**src/sv/int_to_decimal_ascii_unit_defines.svh**
```systemverilog
// Assertion macros shared by the conversion unit's modules.
`ifndef INT_TO_DECIMAL_ASCII_UNIT_DEFINES_SVH
`define INT_TO_DECIMAL_ASCII_UNIT_DEFINES_SVH

// The consequent must hold in the same cycle as the antecedent.
`define I2D_ASSERT_NOW(lbl, ante, cons, msg) \
    lbl: assert property (@(posedge clk) disable iff (!rst_n) (ante) |-> (cons)) \
        else $error(msg);

// The consequent must hold in the cycle after the antecedent.
`define I2D_ASSERT_NEXT(lbl, ante, cons, msg) \
    lbl: assert property (@(posedge clk) disable iff (!rst_n) (ante) |=> (cons)) \
        else $error(msg);

`endif

```
**src/sv/i2d_pkg.sv**
```systemverilog
// Types and constants shared by the decimal text conversion unit.
package i2d_pkg;

    localparam logic [7:0] CHAR_ZERO  = 8'h30;
    localparam logic [7:0] CHAR_MINUS = 8'h2D;
    localparam logic [7:0] NO_SUFFIX  = 8'h00;

    typedef enum logic [2:0] {
        ST_IDLE,
        ST_CONV,
        ST_SKIP,
        ST_SIGN,
        ST_DIGIT,
        ST_SUFFIX
    } state_t;

    typedef enum logic [1:0] {
        SEL_SIGN,
        SEL_DIGIT,
        SEL_SUFFIX
    } char_sel_t;

    typedef struct packed {
        logic      load_in;
        logic      conv_step;
        logic      skip_step;
        logic      emit;
        char_sel_t sel;
        logic      last;
    } dp_cmd_t;

    typedef struct packed {
        logic bit_last;
        logic top_zero;
        logic dig_one;
        logic neg;
        logic sfx_zero;
        logic out_free;
    } dp_status_t;

endpackage

```
**src/sv/i2d_ctrl.sv**
```systemverilog
// Sequencing state machine for the decimal text conversion unit.
`include "int_to_decimal_ascii_unit_defines.svh"

module i2d_ctrl (
    input  logic                clk,
    input  logic                rst_n,
    input  logic                in_valid,
    output logic                in_stall,
    output i2d_pkg::dp_cmd_t    cmd,
    input  i2d_pkg::dp_status_t status
);
    import i2d_pkg::*;

    state_t state_reg;
    state_t state_next;

    always_ff @(posedge clk or negedge rst_n)
    begin
        if (!rst_n)
        begin
            state_reg <= ST_IDLE;
        end
        else
        begin
            state_reg <= state_next;
        end
    end

    assign in_stall = (state_reg != ST_IDLE);

    always_comb
    begin
        state_next    = state_reg;
        cmd.load_in   = 1'b0;
        cmd.conv_step = 1'b0;
        cmd.skip_step = 1'b0;
        cmd.emit      = 1'b0;
        cmd.sel       = SEL_DIGIT;
        cmd.last      = 1'b0;
        unique case (state_reg)
            ST_IDLE:
            begin
                if (in_valid)
                begin
                    cmd.load_in = 1'b1;
                    state_next  = ST_CONV;
                end
            end
            ST_CONV:
            begin
                cmd.conv_step = 1'b1;
                if (status.bit_last)
                begin
                    state_next = ST_SKIP;
                end
            end
            ST_SKIP:
            begin
                // Drop leading zero digits, but always keep the final one.
                if (status.top_zero && !status.dig_one)
                begin
                    cmd.skip_step = 1'b1;
                end
                else
                begin
                    state_next = status.neg ? ST_SIGN : ST_DIGIT;
                end
            end
            ST_SIGN:
            begin
                if (status.out_free)
                begin
                    cmd.emit   = 1'b1;
                    cmd.sel    = SEL_SIGN;
                    state_next = ST_DIGIT;
                end
            end
            ST_DIGIT:
            begin
                if (status.out_free)
                begin
                    cmd.emit = 1'b1;
                    cmd.sel  = SEL_DIGIT;
                    cmd.last = status.dig_one && status.sfx_zero;
                    if (status.dig_one)
                    begin
                        state_next = status.sfx_zero ? ST_IDLE : ST_SUFFIX;
                    end
                end
            end
            ST_SUFFIX:
            begin
                if (status.out_free)
                begin
                    cmd.emit   = 1'b1;
                    cmd.sel    = SEL_SUFFIX;
                    cmd.last   = 1'b1;
                    state_next = ST_IDLE;
                end
            end
            default:
            begin
                state_next = ST_IDLE;
            end
        endcase
    end

    `I2D_ASSERT_NEXT(a_conv_holds, (state_reg == ST_CONV) && !status.bit_last, state_reg == ST_CONV, "conversion left early")
    `I2D_ASSERT_NEXT(a_last_ends, cmd.emit && cmd.last, state_reg == ST_IDLE, "text continued after its final character")

endmodule

```
**src/sv/i2d_datapath.sv**
```systemverilog
// Binary to BCD shift-and-add datapath with character output register.
`include "int_to_decimal_ascii_unit_defines.svh"

module i2d_datapath #(
    parameter int VALUE_BITS = 32
) (
    input  logic                clk,
    input  logic                rst_n,
    input  logic [31:0]         value,
    input  logic                kind,
    input  logic [7:0]          suffix,
    input  i2d_pkg::dp_cmd_t    cmd,
    output i2d_pkg::dp_status_t status,
    output logic                out_valid,
    input  logic                out_stall,
    output logic [7:0]          text_byte,
    output logic                last
);
    import i2d_pkg::*;

    // Decimal digits needed for the largest unsigned value of VALUE_BITS bits.
    localparam int ND  = (VALUE_BITS * 30103) / 100000 + 1;
    localparam int BW  = 4 * ND;
    localparam int BCW = $clog2(VALUE_BITS + 1);
    localparam int DCW = $clog2(ND + 1);
    localparam int XW  = (VALUE_BITS > 32) ? VALUE_BITS : 32;

    logic [VALUE_BITS-1:0] bin_reg,       bin_next;
    logic [BW-1:0]         bcd_reg,       bcd_next;
    logic [BCW-1:0]        bit_cnt_reg,   bit_cnt_next;
    logic [DCW-1:0]        dig_cnt_reg,   dig_cnt_next;
    logic                  neg_reg,       neg_next;
    logic [7:0]            suffix_reg,    suffix_next;
    logic                  out_valid_reg, out_valid_next;
    logic [7:0]            text_byte_reg, text_byte_next;
    logic                  last_reg,      last_next;

    logic [XW-1:0]         value_ext;
    logic [VALUE_BITS-1:0] value_w;
    logic                  in_neg;
    logic [BW-1:0]         bcd_adj;
    logic [3:0]            top_digit;
    logic                  out_free;

    assign value_ext = XW'(value);
    assign value_w   = value_ext[VALUE_BITS-1:0];
    assign in_neg    = kind && value_w[VALUE_BITS-1];
    assign top_digit = bcd_reg[BW-1 -: 4];
    assign out_free  = !out_valid_reg || !out_stall;

    // Add three to every digit of five or more before the shift.
    always_comb
    begin
        for (int d = 0; d < ND; d++)
        begin
            bcd_adj[4*d +: 4] = (bcd_reg[4*d +: 4] >= 4'd5) ?
                                (bcd_reg[4*d +: 4] + 4'd3) : bcd_reg[4*d +: 4];
        end
    end

    always_comb
    begin
        bin_next       = bin_reg;
        bcd_next       = bcd_reg;
        bit_cnt_next   = bit_cnt_reg;
        dig_cnt_next   = dig_cnt_reg;
        neg_next       = neg_reg;
        suffix_next    = suffix_reg;
        text_byte_next = text_byte_reg;
        last_next      = last_reg;
        out_valid_next = out_valid_reg && out_stall;

        if (cmd.load_in)
        begin
            bin_next     = in_neg ? VALUE_BITS'(~value_w + 1'b1) : value_w;
            bcd_next     = '0;
            bit_cnt_next = BCW'(VALUE_BITS);
            dig_cnt_next = DCW'(ND);
            neg_next     = in_neg;
            suffix_next  = suffix;
        end
        else if (cmd.conv_step)
        begin
            bcd_next     = {bcd_adj[BW-2:0], bin_reg[VALUE_BITS-1]};
            bin_next     = {bin_reg[VALUE_BITS-2:0], 1'b0};
            bit_cnt_next = bit_cnt_reg - BCW'(1);
        end
        else if (cmd.skip_step || (cmd.emit && (cmd.sel == SEL_DIGIT)))
        begin
            bcd_next     = {bcd_reg[BW-5:0], 4'h0};
            dig_cnt_next = dig_cnt_reg - DCW'(1);
        end

        if (cmd.emit)
        begin
            out_valid_next = 1'b1;
            last_next      = cmd.last;
            unique case (cmd.sel)
                SEL_SIGN:   text_byte_next = CHAR_MINUS;
                SEL_DIGIT:  text_byte_next = CHAR_ZERO + {4'h0, top_digit};
                SEL_SUFFIX: text_byte_next = suffix_reg;
                default:    text_byte_next = suffix_reg;
            endcase
        end
    end

    always_ff @(posedge clk or negedge rst_n)
    begin
        if (!rst_n)
        begin
            bit_cnt_reg   <= '0;
            dig_cnt_reg   <= '0;
            out_valid_reg <= 1'b0;
        end
        else
        begin
            bit_cnt_reg   <= bit_cnt_next;
            dig_cnt_reg   <= dig_cnt_next;
            out_valid_reg <= out_valid_next;
        end
    end

    always_ff @(posedge clk)
    begin
        bin_reg       <= bin_next;
        bcd_reg       <= bcd_next;
        neg_reg       <= neg_next;
        suffix_reg    <= suffix_next;
        text_byte_reg <= text_byte_next;
        last_reg      <= last_next;
    end

    assign status.bit_last = (bit_cnt_reg == BCW'(1));
    assign status.top_zero = (top_digit == 4'h0);
    assign status.dig_one  = (dig_cnt_reg == DCW'(1));
    assign status.neg      = neg_reg;
    assign status.sfx_zero = (suffix_reg == NO_SUFFIX);
    assign status.out_free = out_free;

    assign out_valid = out_valid_reg;
    assign text_byte = text_byte_reg;
    assign last      = last_reg;

    `I2D_ASSERT_NOW(a_digit_range, cmd.emit && (cmd.sel == SEL_DIGIT), top_digit <= 4'd9, "emitted digit is not decimal")
    `I2D_ASSERT_NEXT(a_conv_top_ok, cmd.conv_step, bcd_reg[BW-1 -: 4] <= 4'd9, "BCD top digit overflowed")
    `I2D_ASSERT_NOW(a_emit_free, cmd.emit, out_free, "character loaded over a waiting one")

endmodule

```
**src/sv/int_to_decimal_ascii_unit.sv**
```systemverilog
// Top level of the binary to decimal ASCII text conversion unit.
//
// The input channel (in_valid, in_stall, value, kind, suffix) takes one
// transaction per value. The low VALUE_BITS bits of value are converted;
// with kind set they are read as two's complement and a negative value is
// preceded by a minus sign. The output channel (out_valid, out_stall,
// text_byte, last) carries one character per transaction, most significant
// digit first, followed by the suffix byte unless the suffix is zero. The
// final character of each value carries last.
// A value is converted by a shift-and-add-three BCD datapath, one input bit
// per cycle. Leading zero digits are then dropped one per cycle. The first
// character is the minus sign or the leading digit. At most ND digits are
// emitted, where ND is the digit count of the widest value (10 at 32 bits).
// in_stall is high while a value is being worked on. A stall on the output
// holds the character in the output register and pauses the sequencer; the
// final character may wait there while the next value is already accepted.
// Reset clears the sequencer and the output valid flag; nothing is emitted.
module int_to_decimal_ascii_unit #(
    parameter int VALUE_BITS = 32
) (
    input  logic        clk,
    input  logic        rst_n,
    input  logic        in_valid,
    output logic        in_stall,
    input  logic [31:0] value,
    input  logic        kind,
    input  logic [7:0]  suffix,
    output logic        out_valid,
    input  logic        out_stall,
    output logic [7:0]  text_byte,
    output logic        last
);
    import i2d_pkg::*;

    // Commands from the sequencer and status back from the datapath.
    dp_cmd_t    cmd;
    dp_status_t status;

    i2d_ctrl u_ctrl (
        .clk      (clk),
        .rst_n    (rst_n),
        .in_valid (in_valid),
        .in_stall (in_stall),
        .cmd      (cmd),
        .status   (status)
    );

    i2d_datapath #(
        .VALUE_BITS (VALUE_BITS)
    ) u_datapath (
        .clk       (clk),
        .rst_n     (rst_n),
        .value     (value),
        .kind      (kind),
        .suffix    (suffix),
        .cmd       (cmd),
        .status    (status),
        .out_valid (out_valid),
        .out_stall (out_stall),
        .text_byte (text_byte),
        .last      (last)
    );

endmodule
```
**config.mk**
```make
export PLATFORM = sky130hd
export DESIGN_NAME = int_to_decimal_ascii_unit
export DESIGN_NICKNAME = d
export VERILOG_FILES = /design/src/sv/i2d_pkg.sv /design/src/sv/i2d_ctrl.sv /design/src/sv/i2d_datapath.sv /design/src/sv/int_to_decimal_ascii_unit.sv
export VERILOG_INCLUDE_DIRS = /design/src /design/src/sv
export SDC_FILE = /design/constraint.sdc
export NUM_CORES = 1
export LEC_CHECK = 0
export BUFFER_PORTS_ARGS = -buffer_cell sky130_fd_sc_hd__buf_4
export CAP_MARGIN = 30
export CORE_ASPECT_RATIO = 2
export CORE_MARGIN = 10
export CORE_UTILIZATION = 35
export DETAILED_ROUTE_END_ITERATION = 8
export PLACE_DENSITY_LB_ADDON = 0.15
export SETUP_SLACK_MARGIN = 0.2
export SYNTH_ARGS = -nofsm -noshare
export SYNTH_HDL_FRONTEND = slang
export SYNTH_SLANG_ARGS = --single-unit
```
**constraint.sdc**
```tcl
create_clock -name clk -period 3.1 [get_ports clk]
set_input_delay 0.62 -clock clk [delete_from_list [all_inputs] [get_ports clk]]
set_output_delay 0.62 -clock clk [all_outputs]
set_load 0.05 [all_outputs]
```
## After elaboration in Yosys (flattened, before gate mapping)

Cells that the tools add are included.

- Bitwise operators: 1
- Reductions and logical operators: 20
- Multipliers: 0
- Equal/unequal tests: 16
- Order comparisons: 10
- Multiplexer cells: 42
- Shift operators: 0
- Divide/modulo/power cells: 0
- Add/sub/neg operators: 14

Operators by type and width:

| operator | count |
|---|---|
| $mux W32 | 3 |
| $mux W40 | 2 |
| $mux W4 | 14 |
| $ge A4 B3 Y1 const B | 10 |
| $add A4 B2 Y4 const B | 9 |
| $mux W3 | 11 |
| $add A32 B1 Y32 const B | 1 |
| $not A32 Y32 | 1 |
| $pmux W3 S6 | 1 |
| $pmux W8 S2 | 1 |
| $mux W6 | 2 |
| $ne A2 B1 Y1 const B | 5 |
| $pmux W3 S3 | 1 |
| $logic_not A8 Y1 | 1 |
| $add A6 B4 Y7 const A | 1 |
| $reduce_and A7 Y1 | 1 |
| $eq A3 B2 Y1 const B | 2 |
| $eq A3 B3 Y1 const B | 2 |
| $eq A6 B1 Y1 const B | 1 |
| $mux W1 | 6 |
| $ne A2 B2 Y1 const B | 3 |
| $reduce_bool A2 Y1 | 3 |
| $sub A6 B1 Y6 const B | 1 |
| $logic_and A1 B1 Y1 | 5 |
| other kinds (13) | 16 |

- Memories: 0
- Register bits: 104
- Bits in writable memories: 0
- Bits in latches: 0
- Word-level logic and storage cells: 113
- Input port bits: 45
- Memory bits (read-only): 0

## Depth between registers and ports, before layout

Gate-level depths: netlist of the first run.

- Depth in word-level cells: 10
- Mapped depth: 9
- Gate-level depth less buffers: 7

## Hierarchy

A second synthesis of the first run with hierarchy kept.

- Cell total of the unflattened synthesis: 667
- Area total of the unflattened synthesis: 6,097.1 µm²

By module, submodules not included:

| module | times used | area an instance (µm²) | cells each | seq. area each (µm²) |
|---|---|---|---|---|
| i2d_datapath | 1 | 5,741.8 | 625 | 2,577.5 |
| i2d_ctrl | 1 | 355.3 | 42 | 75.1 |

## Worst setup path after synthesis of the first run

No wires, ideal clock.

- Path type: flip-flop to flip-flop
- From: reg u_ctrl.state_reg[1]
- To: reg u_datapath.bin_reg[0], enable pin
- Path slack: 505 ps
- Library setup time: 389 ps
- Cell stages (with the launch flop): 7
- Required time: 2,711 ps
- Arrival time: 2,206 ps
- Cells stage by stage: dfrtp_1 > buf_2 > or3b_1 > clkbuf_1 > clkbuf_1 > clkbuf_1 > nand2_1

- Longest elaborated chain between the ends: 3
- Elaborated cells on any way between the ends: 5
- Those cells by class: eq/ne: 1; mux: 2; reduce/logical: 2

RTL lines:

| element | line | text |
|---|---|---|
| start, declared | i2d_ctrl.sv:14 | `state_t state_reg;` |
| start signal, assigned | i2d_ctrl.sv:25 | `state_reg <= state_next;` |
| $eq A3 B1 Y1 or $logic_not A3 Y1 (tied branches) | i2d_ctrl.sv:40 | `unique case (state_reg)` |
| $mux W1 | i2d_ctrl.sv:40 |  |
| $reduce_bool A2 Y1 (no source line) (*) | n/a |  |
| end signal, assigned | i2d_datapath.sv:125 | `bin_reg <= bin_next;` |
| end, declared | i2d_datapath.sv:28 | `logic [VALUE_BITS-1:0] bin_reg, bin_next;` |

Every way passes the cells marked *; elsewhere a longest branch is shown, timed or not.
A chain may end at the register's enable or synchronous reset.

## Final worst setup path of the first run

- From: reg u_datapath.dig_cnt_reg[1]
- To: reg u_datapath.bcd_reg[15]

- Longest elaborated chain between the ends: 7

RTL lines:

| element | line | text |
|---|---|---|
| start, declared | i2d_datapath.sv:31 | `logic [DCW-1:0] dig_cnt_reg, dig_cnt_next;` |
| start signal, assigned | i2d_datapath.sv:118 | `dig_cnt_reg <= dig_cnt_next;` |
| $eq A4 B1 Y1 | i2d_datapath.sv:135 | `assign status.dig_one = (dig_cnt_reg == DCW'(1));` |
| $logic_not A1 Y1 | i2d_ctrl.sv:60 | `if (status.top_zero && !status.dig_one)` |
| $logic_and A1 B1 Y1 | i2d_ctrl.sv:60 |  |
| $mux W1 | i2d_ctrl.sv:60 |  |
| $mux W1 | i2d_ctrl.sv:40 |  |
| $logic_or A1 B1 Y1 | i2d_datapath.sv:88 | `else if (cmd.skip_step \|\| (cmd.emit && (cmd.sel == SEL_DIGIT)))` |
| $reduce_bool A2 Y1 (no source line) | n/a |  |
| end signal, assigned | i2d_datapath.sv:126 | `bcd_reg <= bcd_next;` |
| end, declared | i2d_datapath.sv:29 | `logic [BW-1:0] bcd_reg, bcd_next;` |

No other way between the ends.

==> results.md, run 1 <==
Placement:
- Input and output buffers added on the ports amount to 55.
- The final estimated routing congestion in global placement is 0.776.
- The final HPWL from detailed placement is a little under 10,000 µm.
- OpenSTA, run right after detailed placement, puts the worst setup slack at between 0.5 and 0.6 ns.

GRT:
- The most used routing layer is met2.
- The number of antenna violations at the first check in global routing came to 0.
- The number of global-route vias before repair came to 4,996.
- The overflow left after global routing is 0.
- In the global route stage, met2 resource usage came out at 19.6%.
- In the global route stage, met3 resource usage came out at 2.27%.
- The global-route track usage on met1 is 16.2%.
- The overall track demand over capacity in global routing is 12.4%.
- The pin count of the biggest net entering global routing is ~100.
- The global-route wire length before repair is 24,800 µm.

Timing:
- The final count of negative-setup-slack endpoints is 0.
- Setup repair after global routing left no endpoint under its margin.
- The time the worst path needs with I/O delays and setup is around 2.4 ns.
- The hold violation count in the final report is 0.
- The maximum achievable frequency is 415 MHz.
- The final worst-path cycle share is between 70% and 80%.
- The relative slew slack is a little under three fifths.
- The number of max-slew violations in the final report came to 0.
- The transition time of the tightest slew-check pin is 0.667 ns.
- The minimum setup slack in the final design is 0.693 ns.
- After routing, the total negative slack on setup checks comes to 0 ns.
- The clock skew after layout is 0.00605 ns.
- The worst hold slack across all endpoints is between 0.1 and 0.15 ns.

Yosys:
- The share of the Yosys chip area taken by registers is 42.5%.
- The Yosys warning count is 0.
- In the post-synthesis netlist, the biggest area contributors are sky130_fd_sc_hd__edfxtp_1 24%, sky130_fd_sc_hd__dfxtp_1 13%, sky130_fd_sc_hd__dfrtp_1 5.6%, sky130_fd_sc_hd__o21ai_0 5.5%, sky130_fd_sc_hd__ha_1 5.2%.
- After synthesis, the share of flip-flops with an asynchronous set or reset is 13.5%.
- The cell with the most instances after synthesis is sky130_fd_sc_hd__o21ai_0.
- The number of register bits inferred by synthesis is ~100.
- Ranked by instance count, the synthesized netlist is headed by 68 x sky130_fd_sc_hd__o21ai_0, 66 x sky130_fd_sc_hd__nand2_1, 59 x sky130_fd_sc_hd__a21oi_1, 50 x sky130_fd_sc_hd__edfxtp_1.
- Averaged over all synthesized cells, the footprint is 9.02 µm².
- sky130_fd_sc_hd__edfxtp_1 takes more of the synthesized area than any other cell.
- The number of nets in the synthesized netlist is between 700 and 800.
- The leading register cell type out of synthesis is sky130_fd_sc_hd__edfxtp_1.
- Yosys mapped a number of flops with a built-in enable equal to 50.
- Summed over its instances, the top area cell type makes up 24.1% of the synthesized netlist area.
- The number of different library cells in the post-synthesis netlist is 67.
- The cell count after synthesis came out at 692.
- Summing every instance area after synthesis gives around 6200 µm².

Final layout:
- The final layout net count is 800.
- The filler cells instantiated in the layout total roughly 1,800.
- The multi-input combinational cells in the finished layout cover a total of 3280 µm².
- From synthesis to final layout, the design area changed by 15.2%.
- The register with the most flip-flops in the layout has 40 of them.
- The share of final-layout standard cells stronger than drive strength 1 is 14.3%.
- The number of diodes added for antenna fixing is 0.
- The sequential cell area is 2650 µm².

Setup path:
- Traced cell by cell, the critical path runs through inv_1 -> ha_1 -> or3b_1 -> nand4b_1 -> o21a_1 -> buf_4 -> a21oi_1 -> a31o_2.
- The number of cell instances on the worst register-to-register path is 8.
- The setup check on the worst reg-to-reg path leaves a slack of roughly 0.69 ns.
- For the worst setup path, the data required time is about 3.4 ns.
- In this run the critical register-to-register path is launched from u_datapath.dig_cnt_reg[1].
- The most critical setup path has its startpoint at u_datapath.dig_cnt_reg[1].
- For the worst setup path, the data arrival time is 2.66 ns.
- The kind of critical path is reg -> reg.
- The startpoint kind of the worst setup timing path is a flip-flop.
- In this design, the stage delay of the slowest critical-path cell is 0.58 ns.
- In this run the critical register-to-register path is captured at u_datapath.bcd_reg[15].
- Of all nets on the critical path, the largest fanout is 14.
- The largest individual stage delay along the critical path comes from the cell sky130_fd_sc_hd__o21a_1.
- STA classifies the critical path endpoint as a flip-flop.

Die:
- In this run the core area contains just under 70 standard-cell rows.
- The area inside the core boundary is 17,600 µm².
- For this configuration, the core starts out at a cell density of 35.4%.
- The number of top-level pins is 56.
- The die footprint is approximately 24,000 µm².
- The die is 209 µm tall.
- The horizontal die dimension is 114 µm.

Clocking:
- The TritonCTS clock tree is built.
- The depth of the CTS H-tree is 3.
- No sink is reached through more buffers than the 2 on the longest clock path.
- Clock-pin slew was measured on the worst setup and hold paths at 0.07 ns.
- The number of buffers inserted to repair setup after CTS is 0.
- Clock tree synthesis found a total of ~100 sinks.
- Gates resized during post-CTS repair numbered 0.
- The clock latency of the later-clocked register in the worst-skew pair is 0.35 ns.
- Buffers inserted to repair hold after CTS numbered 0.
- The tree is rooted in a sky130_fd_sc_hd__clkbuf_16.
- The number of buffers inserted during clock tree synthesis is 9.

Power and ir drop:
- VDD sags by at most around 0.00045 V.
- In this run the static leakage power is 2.73 nW.
- In this run the power density over the cells is between 1000 and 1500 nW/µm².

Routing:
- The number of DRC violations after detailed-routing iteration 0 is 227.
- Wires add up to 14,600 µm.
- The number of detailed-routing iterations run before antenna repair is 5.
- The detailed-route wire length per cell is 15.4 µm.
- Summing over every cut layer, the via total after detailed routing is between 5,000 and 6,000.
- In this run the remaining antenna-violating nets after routing total 0.
- After detailed routing, the number of vias per cell comes to 5.40.
- After detailed routing, the number of remaining DRC violations is 0.

Worst hold path:
- The worst min-delay path class is in -> async.

Status:
- The run finished with clean final reports.

Flow run:
- The tool flagged a number of max-cap violations equal to 0.
==> stage by stage <==
step                      total power [mW]  util (%)  instance area, µm²  instances
final                                 7.21      40.8                7190        947
after floorplan                       5.18         -                6240        692
after global routing                  7.88      40.8                7190        947
after CTS                             7.29      40.8                7190        947
after detailed placement              6.12      39.2                6900        931
after global placement                6.07      39.2                6900        931
==> per-layer routing <==
metal	wire length, µm	up-vias	part of all wire, %
li1	-	2603	-
met1	6980	2411	48
met2	6790	83	47
met3	563	19	3.9
met4	250	0	1.7
met5	0	-	0
==> critical path, delay by kind of cell, from the launching register on <==
family                     cells  cell delay, ns
DFF                            1            0.39
AOI/OAI and AO/OA              3            0.83
buffers and inverters          2            0.36
and+or+nand+nor                2            0.59
adders and majority gates      1            0.14
==> kinds of logic (layout without fill, tap and decap cells) <==
family / count (synthesis) / in the layout / synth area share, %
mux: 4 / 4 / 0.662
buf+inv: 81 / 123 / 5.15
xor+xnor: 48 / 48 / 6.74
flops: 104 / 104 / 42.5
fa+ha+maj: 26 / 26 / 5.21
compound gates: 237 / 237 / 23.8
simple gates: 192 / 192 / 15.9
==> where the power goes <==
group / internal [mW] / switching [mW] / leakage (nW) / total [mW]
clock network: 0.623 / 0.508 / 0.140 / 1.13
logic: 1.36 / 2.04 / 1.59 / 3.40
registers: 2.18 / 0.496 / 0.992 / 2.68
total: 4.17 / 3.04 / 2.73 / 7.21
==> worst max path at each step <==
stage | slack, ns | cells after the start | endpoint
after floorplan | 0.50 | 6 | u_datapath.bin_reg[0]
after global placement | 0.54 | 6 | u_datapath.bin_reg[30]
after detailed placement | 0.50 | 6 | u_datapath.bin_reg[28]
after CTS | 0.67 | 8 | u_datapath.bcd_reg[15]
after global routing | 0.51 | 8 | u_datapath.bcd_reg[4]
final | 0.69 | 8 | u_datapath.bcd_reg[15]
==> layout make-up <==
cell class,count,area share [%]
Multi-Input combinational cell,507,45.6
Sequential cell,104,36.9
Timing Repair Buffer,70,7.84
Tap cell,213,3.71
Clock buffer,10,3.19
Inverter,37,1.93
Clock inverter,6,0.836
==> layout by cell type, fill, tap and decap left out, drive strengths merged, types with 14 or more instances in the layout <==
| master | Yosys | routed |
|---|---|---|
| xnor2 | 27 | 27 |
| ha | 26 | 26 |
| buf | 12 | 70 |
| nand2b | 14 | 14 |
| o21ai | 81 | 81 |
| dfrtp | 14 | 14 |
| edfxtp | 50 | 50 |
| dfxtp | 40 | 40 |
| nand3 | 14 | 14 |
| a31oi | 19 | 19 |
| nor3 | 17 | 17 |
| nand2 | 66 | 66 |
| nor2 | 40 | 40 |
| inv | 35 | 35 |
| a21oi | 59 | 59 |
| xor2 | 21 | 21 |
| o31ai | 16 | 16 |
No activity file was read; power rests on OpenSTA's default activity.
==> run 2: changes to the inputs <==
==> constraint.sdc (replaced) <==
create_clock -name clk -period 2.2 [get_ports clk]
set_input_delay 0.44 -clock clk [delete_from_list [all_inputs] [get_ports clk]]
set_output_delay 0.44 -clock clk [all_outputs]
set_load 0.05 [all_outputs]
==> results.md, run 2 (synthesized netlist as in run 1, its figures left out) <==
Setup path:
- The critical-path cell with the highest stage delay is sky130_fd_sc_hd__or3b_2.
- The arrival time of the worst setup path came to 2.15 ns (-0.51 ns).
- The sum of buffers and inverters on the critical path is 1 (-1).
- STA classifies the critical path startpoint as a flip-flop.
- The endpoint of the worst-slack reg-to-reg timing path is u_datapath.bcd_reg[16].
- The data required time of the worst path is 2.42 ns (-0.93 ns).
- The family with the most delay on the worst path is compound AO/OA/AOI/OAI gates.
- The critical path capture point type is a flip-flop.
- The signal on the critical path passes through or3b_2 -> buf_12 -> a2111oi_0 -> a211oi_1.
- The reg-to-reg setup timing slack is 0.27 ns (-0.42 ns).
- In this run the critical register-to-register path is launched from u_ctrl.state_reg[1].
- The largest fanout on the critical path is 74 (+60).
- The maximum cell stage delay along the critical path is 0.53 ns (-0.05 ns).
- The startpoint of the worst setup timing path is u_ctrl.state_reg[1].
- The number of cell instances on the worst register-to-register path is 4 (-4).
- The setup path with the least slack is of type reg -> reg.

Timing:
- The clock skew after layout is 0.0122 ns (+0.00611 ns).
- The time the worst path needs with I/O delays and setup came to 1.93 ns (-0.478 ns).
- The number of max-slew violations in the final report came to 0 (unchanged).
- The hold violation count in the final report is 0 (unchanged).
- The final count of negative-setup-slack endpoints is 0 (unchanged).
- The final worst-path cycle share came to 87.7% (+10 points).
- The maximum achievable frequency came to 518 MHz (+25%).
- Setup repair after global routing could not meet its margin everywhere.
- The minimum setup slack in the final design was 0.270 ns (-0.422 ns).
- The relative slew slack is 69.1% (+14 points).
- The transition time of the tightest slew-check pin is 0.464 ns (-0.203 ns).

Die:
- The number of top-level pins is 56 (unchanged).
- The area inside the core boundary is 17,600 µm² (unchanged).
- The initial cell density of the core is 35.4% (unchanged).
- The die footprint was 23,900 µm² (unchanged).
- The total number of placement rows is 69 (unchanged).
- The die span in y is 209 µm (unchanged).
- The horizontal die dimension came to 114 µm (unchanged).

GRT:
- The number of antenna violations at the first check in global routing came to 0 (unchanged).
- The global-route wire length before repair came to 25,500 µm (+2.9%).
- The overall track demand over capacity in global routing is 12.7% (+0.32 points).
- The pin count of the biggest net entering global routing is 75 (-24%).
- The overflow left after global routing was 0 (unchanged).
- The number of global-route vias before repair is 5,216 (+4.4%).

Power and ir drop:
- The portion of total power attributed to sequential cells is 35.5% (-1.7 points).
- The static leakage is 2.92 nW (+7.1%).
- The highest ir drop seen on vdd is 0.000665 V (+47%).
- The internal power consumption was 6.16 mW (+48%).
- The share of total power in the clock network is 16.0% (+0.3 points).
- The power spent charging and discharging nets was 4.43 mW (+46%).
- The switching share of power was 41.8% (-0.35 points).
- The post-layout total power is 10.6 mW (+47%).
- The cell area power density is 1400 nW/µm² (+39%).
- The combinational share of power is 48.5% (+1.3 points).

Final layout:
- The final layout net count was 833 (+4.1%).
- The library cell used most frequently in the layout, excluding fill and tap cells, is sky130_fd_sc_hd__buf_4.
- Relative to the synthesized area, the layout overhead comes to 21.4%.
- The number of diodes added for antenna fixing is 0 (unchanged).
- In the layout the commonest cells are 94 x sky130_fd_sc_hd__buf_4, 65 x sky130_fd_sc_hd__o21ai_0, 64 x sky130_fd_sc_hd__nand2_1, 58 x sky130_fd_sc_hd__a21oi_1, 50 x sky130_fd_sc_hd__edfxtp_1.
- The number of flip-flops in the largest register came to 40 (unchanged).
- The share of final-layout standard cells stronger than drive strength 1 was 20.6% (+6.3 points).

Clocking:
- The TritonCTS clock tree is built.
- The number of buffers on the longest clock path is 2 (unchanged).
- The number of buffers inserted during clock tree synthesis came to 9 (unchanged).
- The clock latency of the later-clocked register in the worst-skew pair is 0.35 ns (about the same).
- The CTS sink count is 104 (unchanged).
- The cell at the root of the clock tree is sky130_fd_sc_hd__clkbuf_16.
- The clock-pin slew on the worst setup and hold paths is 0.07 ns (about the same).
- The depth of the CTS H-tree came to 3 (unchanged).

Routing:
- The number of DRC violations after detailed routing is 0 (unchanged).
- The total via count in the routed design is 5,234 (+2.3%).
- The number of nets with antenna violations after detailed routing came to 0 (unchanged).
- The detailed-route wire length per cell is 15.1 µm (-1.7%).
- The number of vias per cell is 5.34 (-1.1%).
- The number of detailed-routing iterations run before antenna repair is 4 (-1).
- The number of DRC violations after detailed-routing iteration 0 is 250 (+10%).
- The final routed wirelength across all metal layers is 14,800 µm (+1.7%).

Worst hold path:
- The worst hold path begins at suffix[6].
- The sink of the worst hold path is u_datapath.suffix_reg[6].
- The worst min-delay path class is in -> reg.
- The worst hold path depth is 1.

Placement:
- The final estimated routing congestion in global placement is 0.778 (+0.35%).
- The count of input and output buffers is 55 (unchanged).
- The final HPWL from detailed placement is 10,600 µm (+8.3%).
- The worst slack at placement is -0.0848 ns (-0.587 ns).

Flow run:
- The total of max-cap violations is 0 (unchanged).

Status:
- The flow ran to the end, and the final reports show no timing, DRC or antenna violations.
-- run 2: changes by cell type in the layout (fill, tap and decap cells not counted), sizes merged --
cell	previous run	this run
inv	35	37
clkinv	6	4
buf	70	102
dlygate4sd3	0	1
-- run 2: cell type report --
type / instances / area, µm²
fillers: 1784 / 10000
multi-input cells: 507 / 3370
flip-flops and latches: 104 / 2660
repair buffers: 103 / 826
well taps: 213 / 267
clock buffers: 10 / 250
inverters: 37 / 143
clock inverters: 6 / 62.6
-- run 2: per-stage QoR --
step / cells / utilization [%] / hold slack, ns / cell area (µm²) / setup TNS [ns]
after floorplan: 692 / - / 0.144 / 6280 / 0
after global placement: 958 / 40.5 / 0.311 / 7140 / -0.0358
after detailed placement: 958 / 40.5 / 0.306 / 7140 / -0.154
after CTS: 976 / 42.5 / 0.248 / 7490 / 0
after global routing: 980 / 43.0 / 0.248 / 7570 / 0
final: 980 / 43.0 / 0.263 / 7570 / 0
-- run 2: how the worst max path moves through the flow --
stage,end,cells after the start
after floorplan,u_datapath.bin_reg[30],5
after global placement,u_datapath.bin_reg[28],7
after detailed placement,u_datapath.bin_reg[30],7
after CTS,u_datapath.bcd_reg[38],8
after global routing,u_datapath.bcd_reg[10],7
final,u_datapath.bcd_reg[16],4
-- run 2: power by group through the flow --
| stage | sequential, mW | combinational, mW | clock [mW] |
|---|---|---|---|
| after floorplan | 3.61 | 3.72 | 0 |
| after global placement | 3.76 | 4.96 | 0 |
| after detailed placement | 3.77 | 5.02 | 0 |
| after CTS | 3.74 | 5.07 | 1.75 |
| after global routing | 3.89 | 5.83 | 1.80 |
| final | 3.76 | 5.14 | 1.69 |
-- run 2: metal layers --
| layer | global-route usage [%] | part of all wire [%] | vias to the layer above |
|---|---|---|---|
| met5 | 0 | 0 | - |
| met4 | 4.04 | 1.7 | 0 |
| met3 | 2.55 | 2.9 | 11 |
| met2 | 20.0 | 47 | 58 |
| met1 | 16.8 | 48 | 2488 |
| li1 | - | - | 2677 |
-- run 2: repair_timing --
action | CTS | global route
resized for setup | 6 | 18
setup endpoints to repair | 22 | 40
endpoints found under the hold margin | 14 | 0
gates cloned | 0 | 1
pin swaps | 1 | 0
hold buffers | 1 | 0
buffers inserted | 1 | 3
==> run 3: changes to the inputs <==
--- a/config.mk
+++ b/config.mk
@@ -8,7 +8,7 @@
 export LEC_CHECK = 0
 export BUFFER_PORTS_ARGS = -buffer_cell sky130_fd_sc_hd__buf_4
 export CAP_MARGIN = 30
-export CORE_ASPECT_RATIO = 2
+export CORE_ASPECT_RATIO = 1.4
 export CORE_MARGIN = 10
 export CORE_UTILIZATION = 35
 export DETAILED_ROUTE_END_ITERATION = 8
==> constraint.sdc (replaced) <==
create_clock -name clk -period 2.2 [get_ports clk]
set_input_delay 0.33 -clock clk [delete_from_list [all_inputs] [get_ports clk]]
set_output_delay 0.33 -clock clk [all_outputs]
set_load 0.05 [all_outputs]
==> results.md, run 3 (synthesized netlist as in run 1, its figures left out) <==
Die:
- The die footprint is 23,600 µm² (-1.0%).
- The horizontal die dimension is 133 µm (+16%).
- The total number of placement rows is 57 (-17%).
- The area inside the core boundary is 17,500 µm² (-0.79%).
- The initial cell density of the core is 35.7% (+0.28 points).
- The number of top-level pins is 56 (unchanged).
- The die span in y is 178 µm (-15%).

Power and ir drop:
- The cell area power density is 1400 nW/µm² (-0.20%).
- The highest ir drop seen on vdd was 0.000521 V (-22%).
- The static leakage is 2.86 nW (-2.0%).

Setup path:
- Broken down by cell family, the worst path's largest delay share belongs to simple AND/OR/NAND/NOR gates.
- The data required time of the worst path is 2.44 ns (+0.02 ns).
- The worst setup path is of the reg -> reg kind.
- The startpoint kind of the worst setup timing path is a flip-flop.
- The maximum cell stage delay along the critical path was 0.41 ns (-0.12 ns).
- The sum of buffers and inverters on the critical path is 2 (+1).
- Walking the worst path, the cells encountered are inv_2 -> ha_4 -> or3b_4 -> a32oi_4 -> or2_4 -> buf_8 -> nor2_1 -> a22o_1.
- The reg-to-reg setup timing slack came to 0.20 ns (-0.07 ns).
- The arrival time of the worst setup path is 2.24 ns (+0.09 ns).
- The largest fanout on the critical path is 8 (-89%).
- STA classifies the critical path endpoint as a flip-flop.
- The critical-path cell with the highest stage delay is sky130_fd_sc_hd__dfrtp_1.

Placement:
- The worst slack at placement is 0.0175 ns (+0.102 ns).
- The count of input and output buffers was 55 (unchanged).
- The final estimated routing congestion in global placement was 0.800 (+2.8%).
- The final HPWL from detailed placement came to 10,700 µm (+1.3%).

Status:
- The run finished with clean final reports.

Timing:
- The final count of negative-setup-slack endpoints is 0 (unchanged).
- The final worst-path cycle share is 90.8% (+3.1 points).
- The relative slew slack is 68.9% (-0.11 points).
- The minimum setup slack in the final design came to 0.202 ns (-0.0682 ns).
- The hold violation count in the final report is 0 (unchanged).
- The transition time of the tightest slew-check pin was 0.462 ns (-0.00225 ns).
- The number of max-slew violations in the final report is 0 (unchanged).
- The final total negative setup slack is 0 ns (unchanged).
- Setup repair after global routing could not meet its margin everywhere.
- The clock skew after layout is 0.00584 ns (-0.00632 ns).
- The time the worst path needs with I/O delays and setup is 2.00 ns (+0.0682 ns).
- The worst hold slack across all endpoints is 0.149 ns (-0.113 ns).
- The maximum achievable frequency is 501 MHz (-3.4%).

Routing:
- The number of detailed-routing iterations run before antenna repair is 4 (unchanged).
- The number of vias per cell is 5.29 (-0.97%).
- The number of DRC violations after detailed-routing iteration 0 was 303 (+21%).
- The total via count in the routed design is 5,252 (+0.34%).
- The number of nets with antenna violations after detailed routing is 0 (unchanged).
- The final routed wirelength across all metal layers is 15,100 µm (+1.8%).
- The number of DRC violations after detailed routing is 0 (unchanged).
- The detailed-route wire length per cell is 15.2 µm (+0.42%).

Clocking:
- The CTS sink count is 104 (unchanged).
- The depth of the CTS H-tree is 3 (unchanged).
- TritonCTS built the clock tree.
- The root buffer cell chosen for the clock tree is sky130_fd_sc_hd__clkbuf_16.
- The number of buffers inserted during clock tree synthesis is 9 (unchanged).
- The number of buffers on the longest clock path is 2 (unchanged).
- The clock-pin slew on the worst setup and hold paths came to 0.08 ns (about the same).
- The clock latency of the later-clocked register in the worst-skew pair is 0.35 ns (about the same).

Final layout:
- The number of diodes added for antenna fixing is 0 (unchanged).
- The commonest non-fill, non-tap cell in the layout is sky130_fd_sc_hd__buf_4.
- The library cells used most frequently in the layout, excluding fill and tap cells, are 84 x sky130_fd_sc_hd__buf_4, 67 x sky130_fd_sc_hd__o21ai_0, 64 x sky130_fd_sc_hd__nand2_1, 59 x sky130_fd_sc_hd__a21oi_1, 50 x sky130_fd_sc_hd__edfxtp_1.
- The number of flip-flops in the largest register came to 40 (unchanged).
- The utilization after layout is 43.0% (about the same).
- The sequential cell area is 2650 µm² (about the same).
- The area taken by multi-input logic gates is 3360 µm² (-0.22%).
- The share of final-layout standard cells stronger than drive strength 1 is 18.6% (-2.0 points).
- The number of fill cells in the layout came to 1,713 (-4.0%).
- The area growth from synthesis to layout is 20.3%.
- The final layout net count is 823 (-1.2%).

GRT:
- The overall track demand over capacity in global routing is 12.9% (+0.19 points).
- The number of antenna violations at the first check in global routing is 0 (unchanged).
- The overflow left after global routing is 0 (unchanged).
- The pin count of the biggest net entering global routing came to 75 (unchanged).
- The global-route wire length before repair came to 25,800 µm (+1.2%).
- The number of global-route vias before repair is 5,432 (+4.1%).

Worst hold path:
- In this run the worst hold path is classified as in -> reg.

Flow run:
- The total of max-cap violations is 0 (unchanged).
## run 3: worst paths after layout
check / startpoint / to / depth (start not counted)
setup / recovery: u_datapath.dig_cnt_reg[1] / u_datapath.dig_cnt_reg[2] / 8
hold reg to reg: u_datapath.dig_cnt_reg[3] / u_datapath.dig_cnt_reg[3] / 1
hold / removal: suffix[6] / u_datapath.suffix_reg[6] / 1
min in group asynchronous: rst_n / u_datapath.bit_cnt_reg[3] / 2
setup reg to reg: u_datapath.dig_cnt_reg[1] / u_datapath.dig_cnt_reg[2] / 8
max in group asynchronous: rst_n / u_datapath.dig_cnt_reg[0] / 2
## run 3: through the flow
stage	area, µm²	std cells	total power, mW
3_5_place_dp	7090	971	8.84
5_1_grt	7500	993	11.4
2_1_floorplan	6260	692	7.33
6_report	7500	993	10.5
3_3_place_gp	7090	971	8.67
4_1_cts	7410	989	10.5
## run 3: area by class of cell
cell class                      instances  area share (%)
Tap cell                              236            3.93
Inverter                               37            1.85
Sequential cell                       104            35.4
Multi-Input combinational cell        507            44.8
Timing Repair Buffer                   93            10.3
Clock buffer                            9            3.00
Clock inverter                          7           0.800
## run 3: timing repair
action	in CTS	in global routing
resized for setup	4	16
hold buffers	1	0
pin swaps	1	5
setup buffers	1	3
gates cloned	0	1
endpoints found under the setup margin	13	58
endpoints found under the hold margin	14	0
## run 3: power by group
part	internal, mW	switching (mW)	total [mW]
Combinational	2.12	3.03	5.15
Sequential	3.08	0.664	3.74
Clock	0.796	0.787	1.58
Total	5.99	4.48	10.5
## run 3: layer usage
metal | global-route usage (%) | up-vias | wire, µm | part of all wire (%)
li1 | - | 2654 | - | -
met1 | 15.2 | 2489 | 6620 | 44
met2 | 22.7 | 89 | 7680 | 51
met3 | 2.08 | 20 | 553 | 3.7
met4 | 5.24 | 0 | 236 | 1.6
met5 | 0 | - | 0 | 0
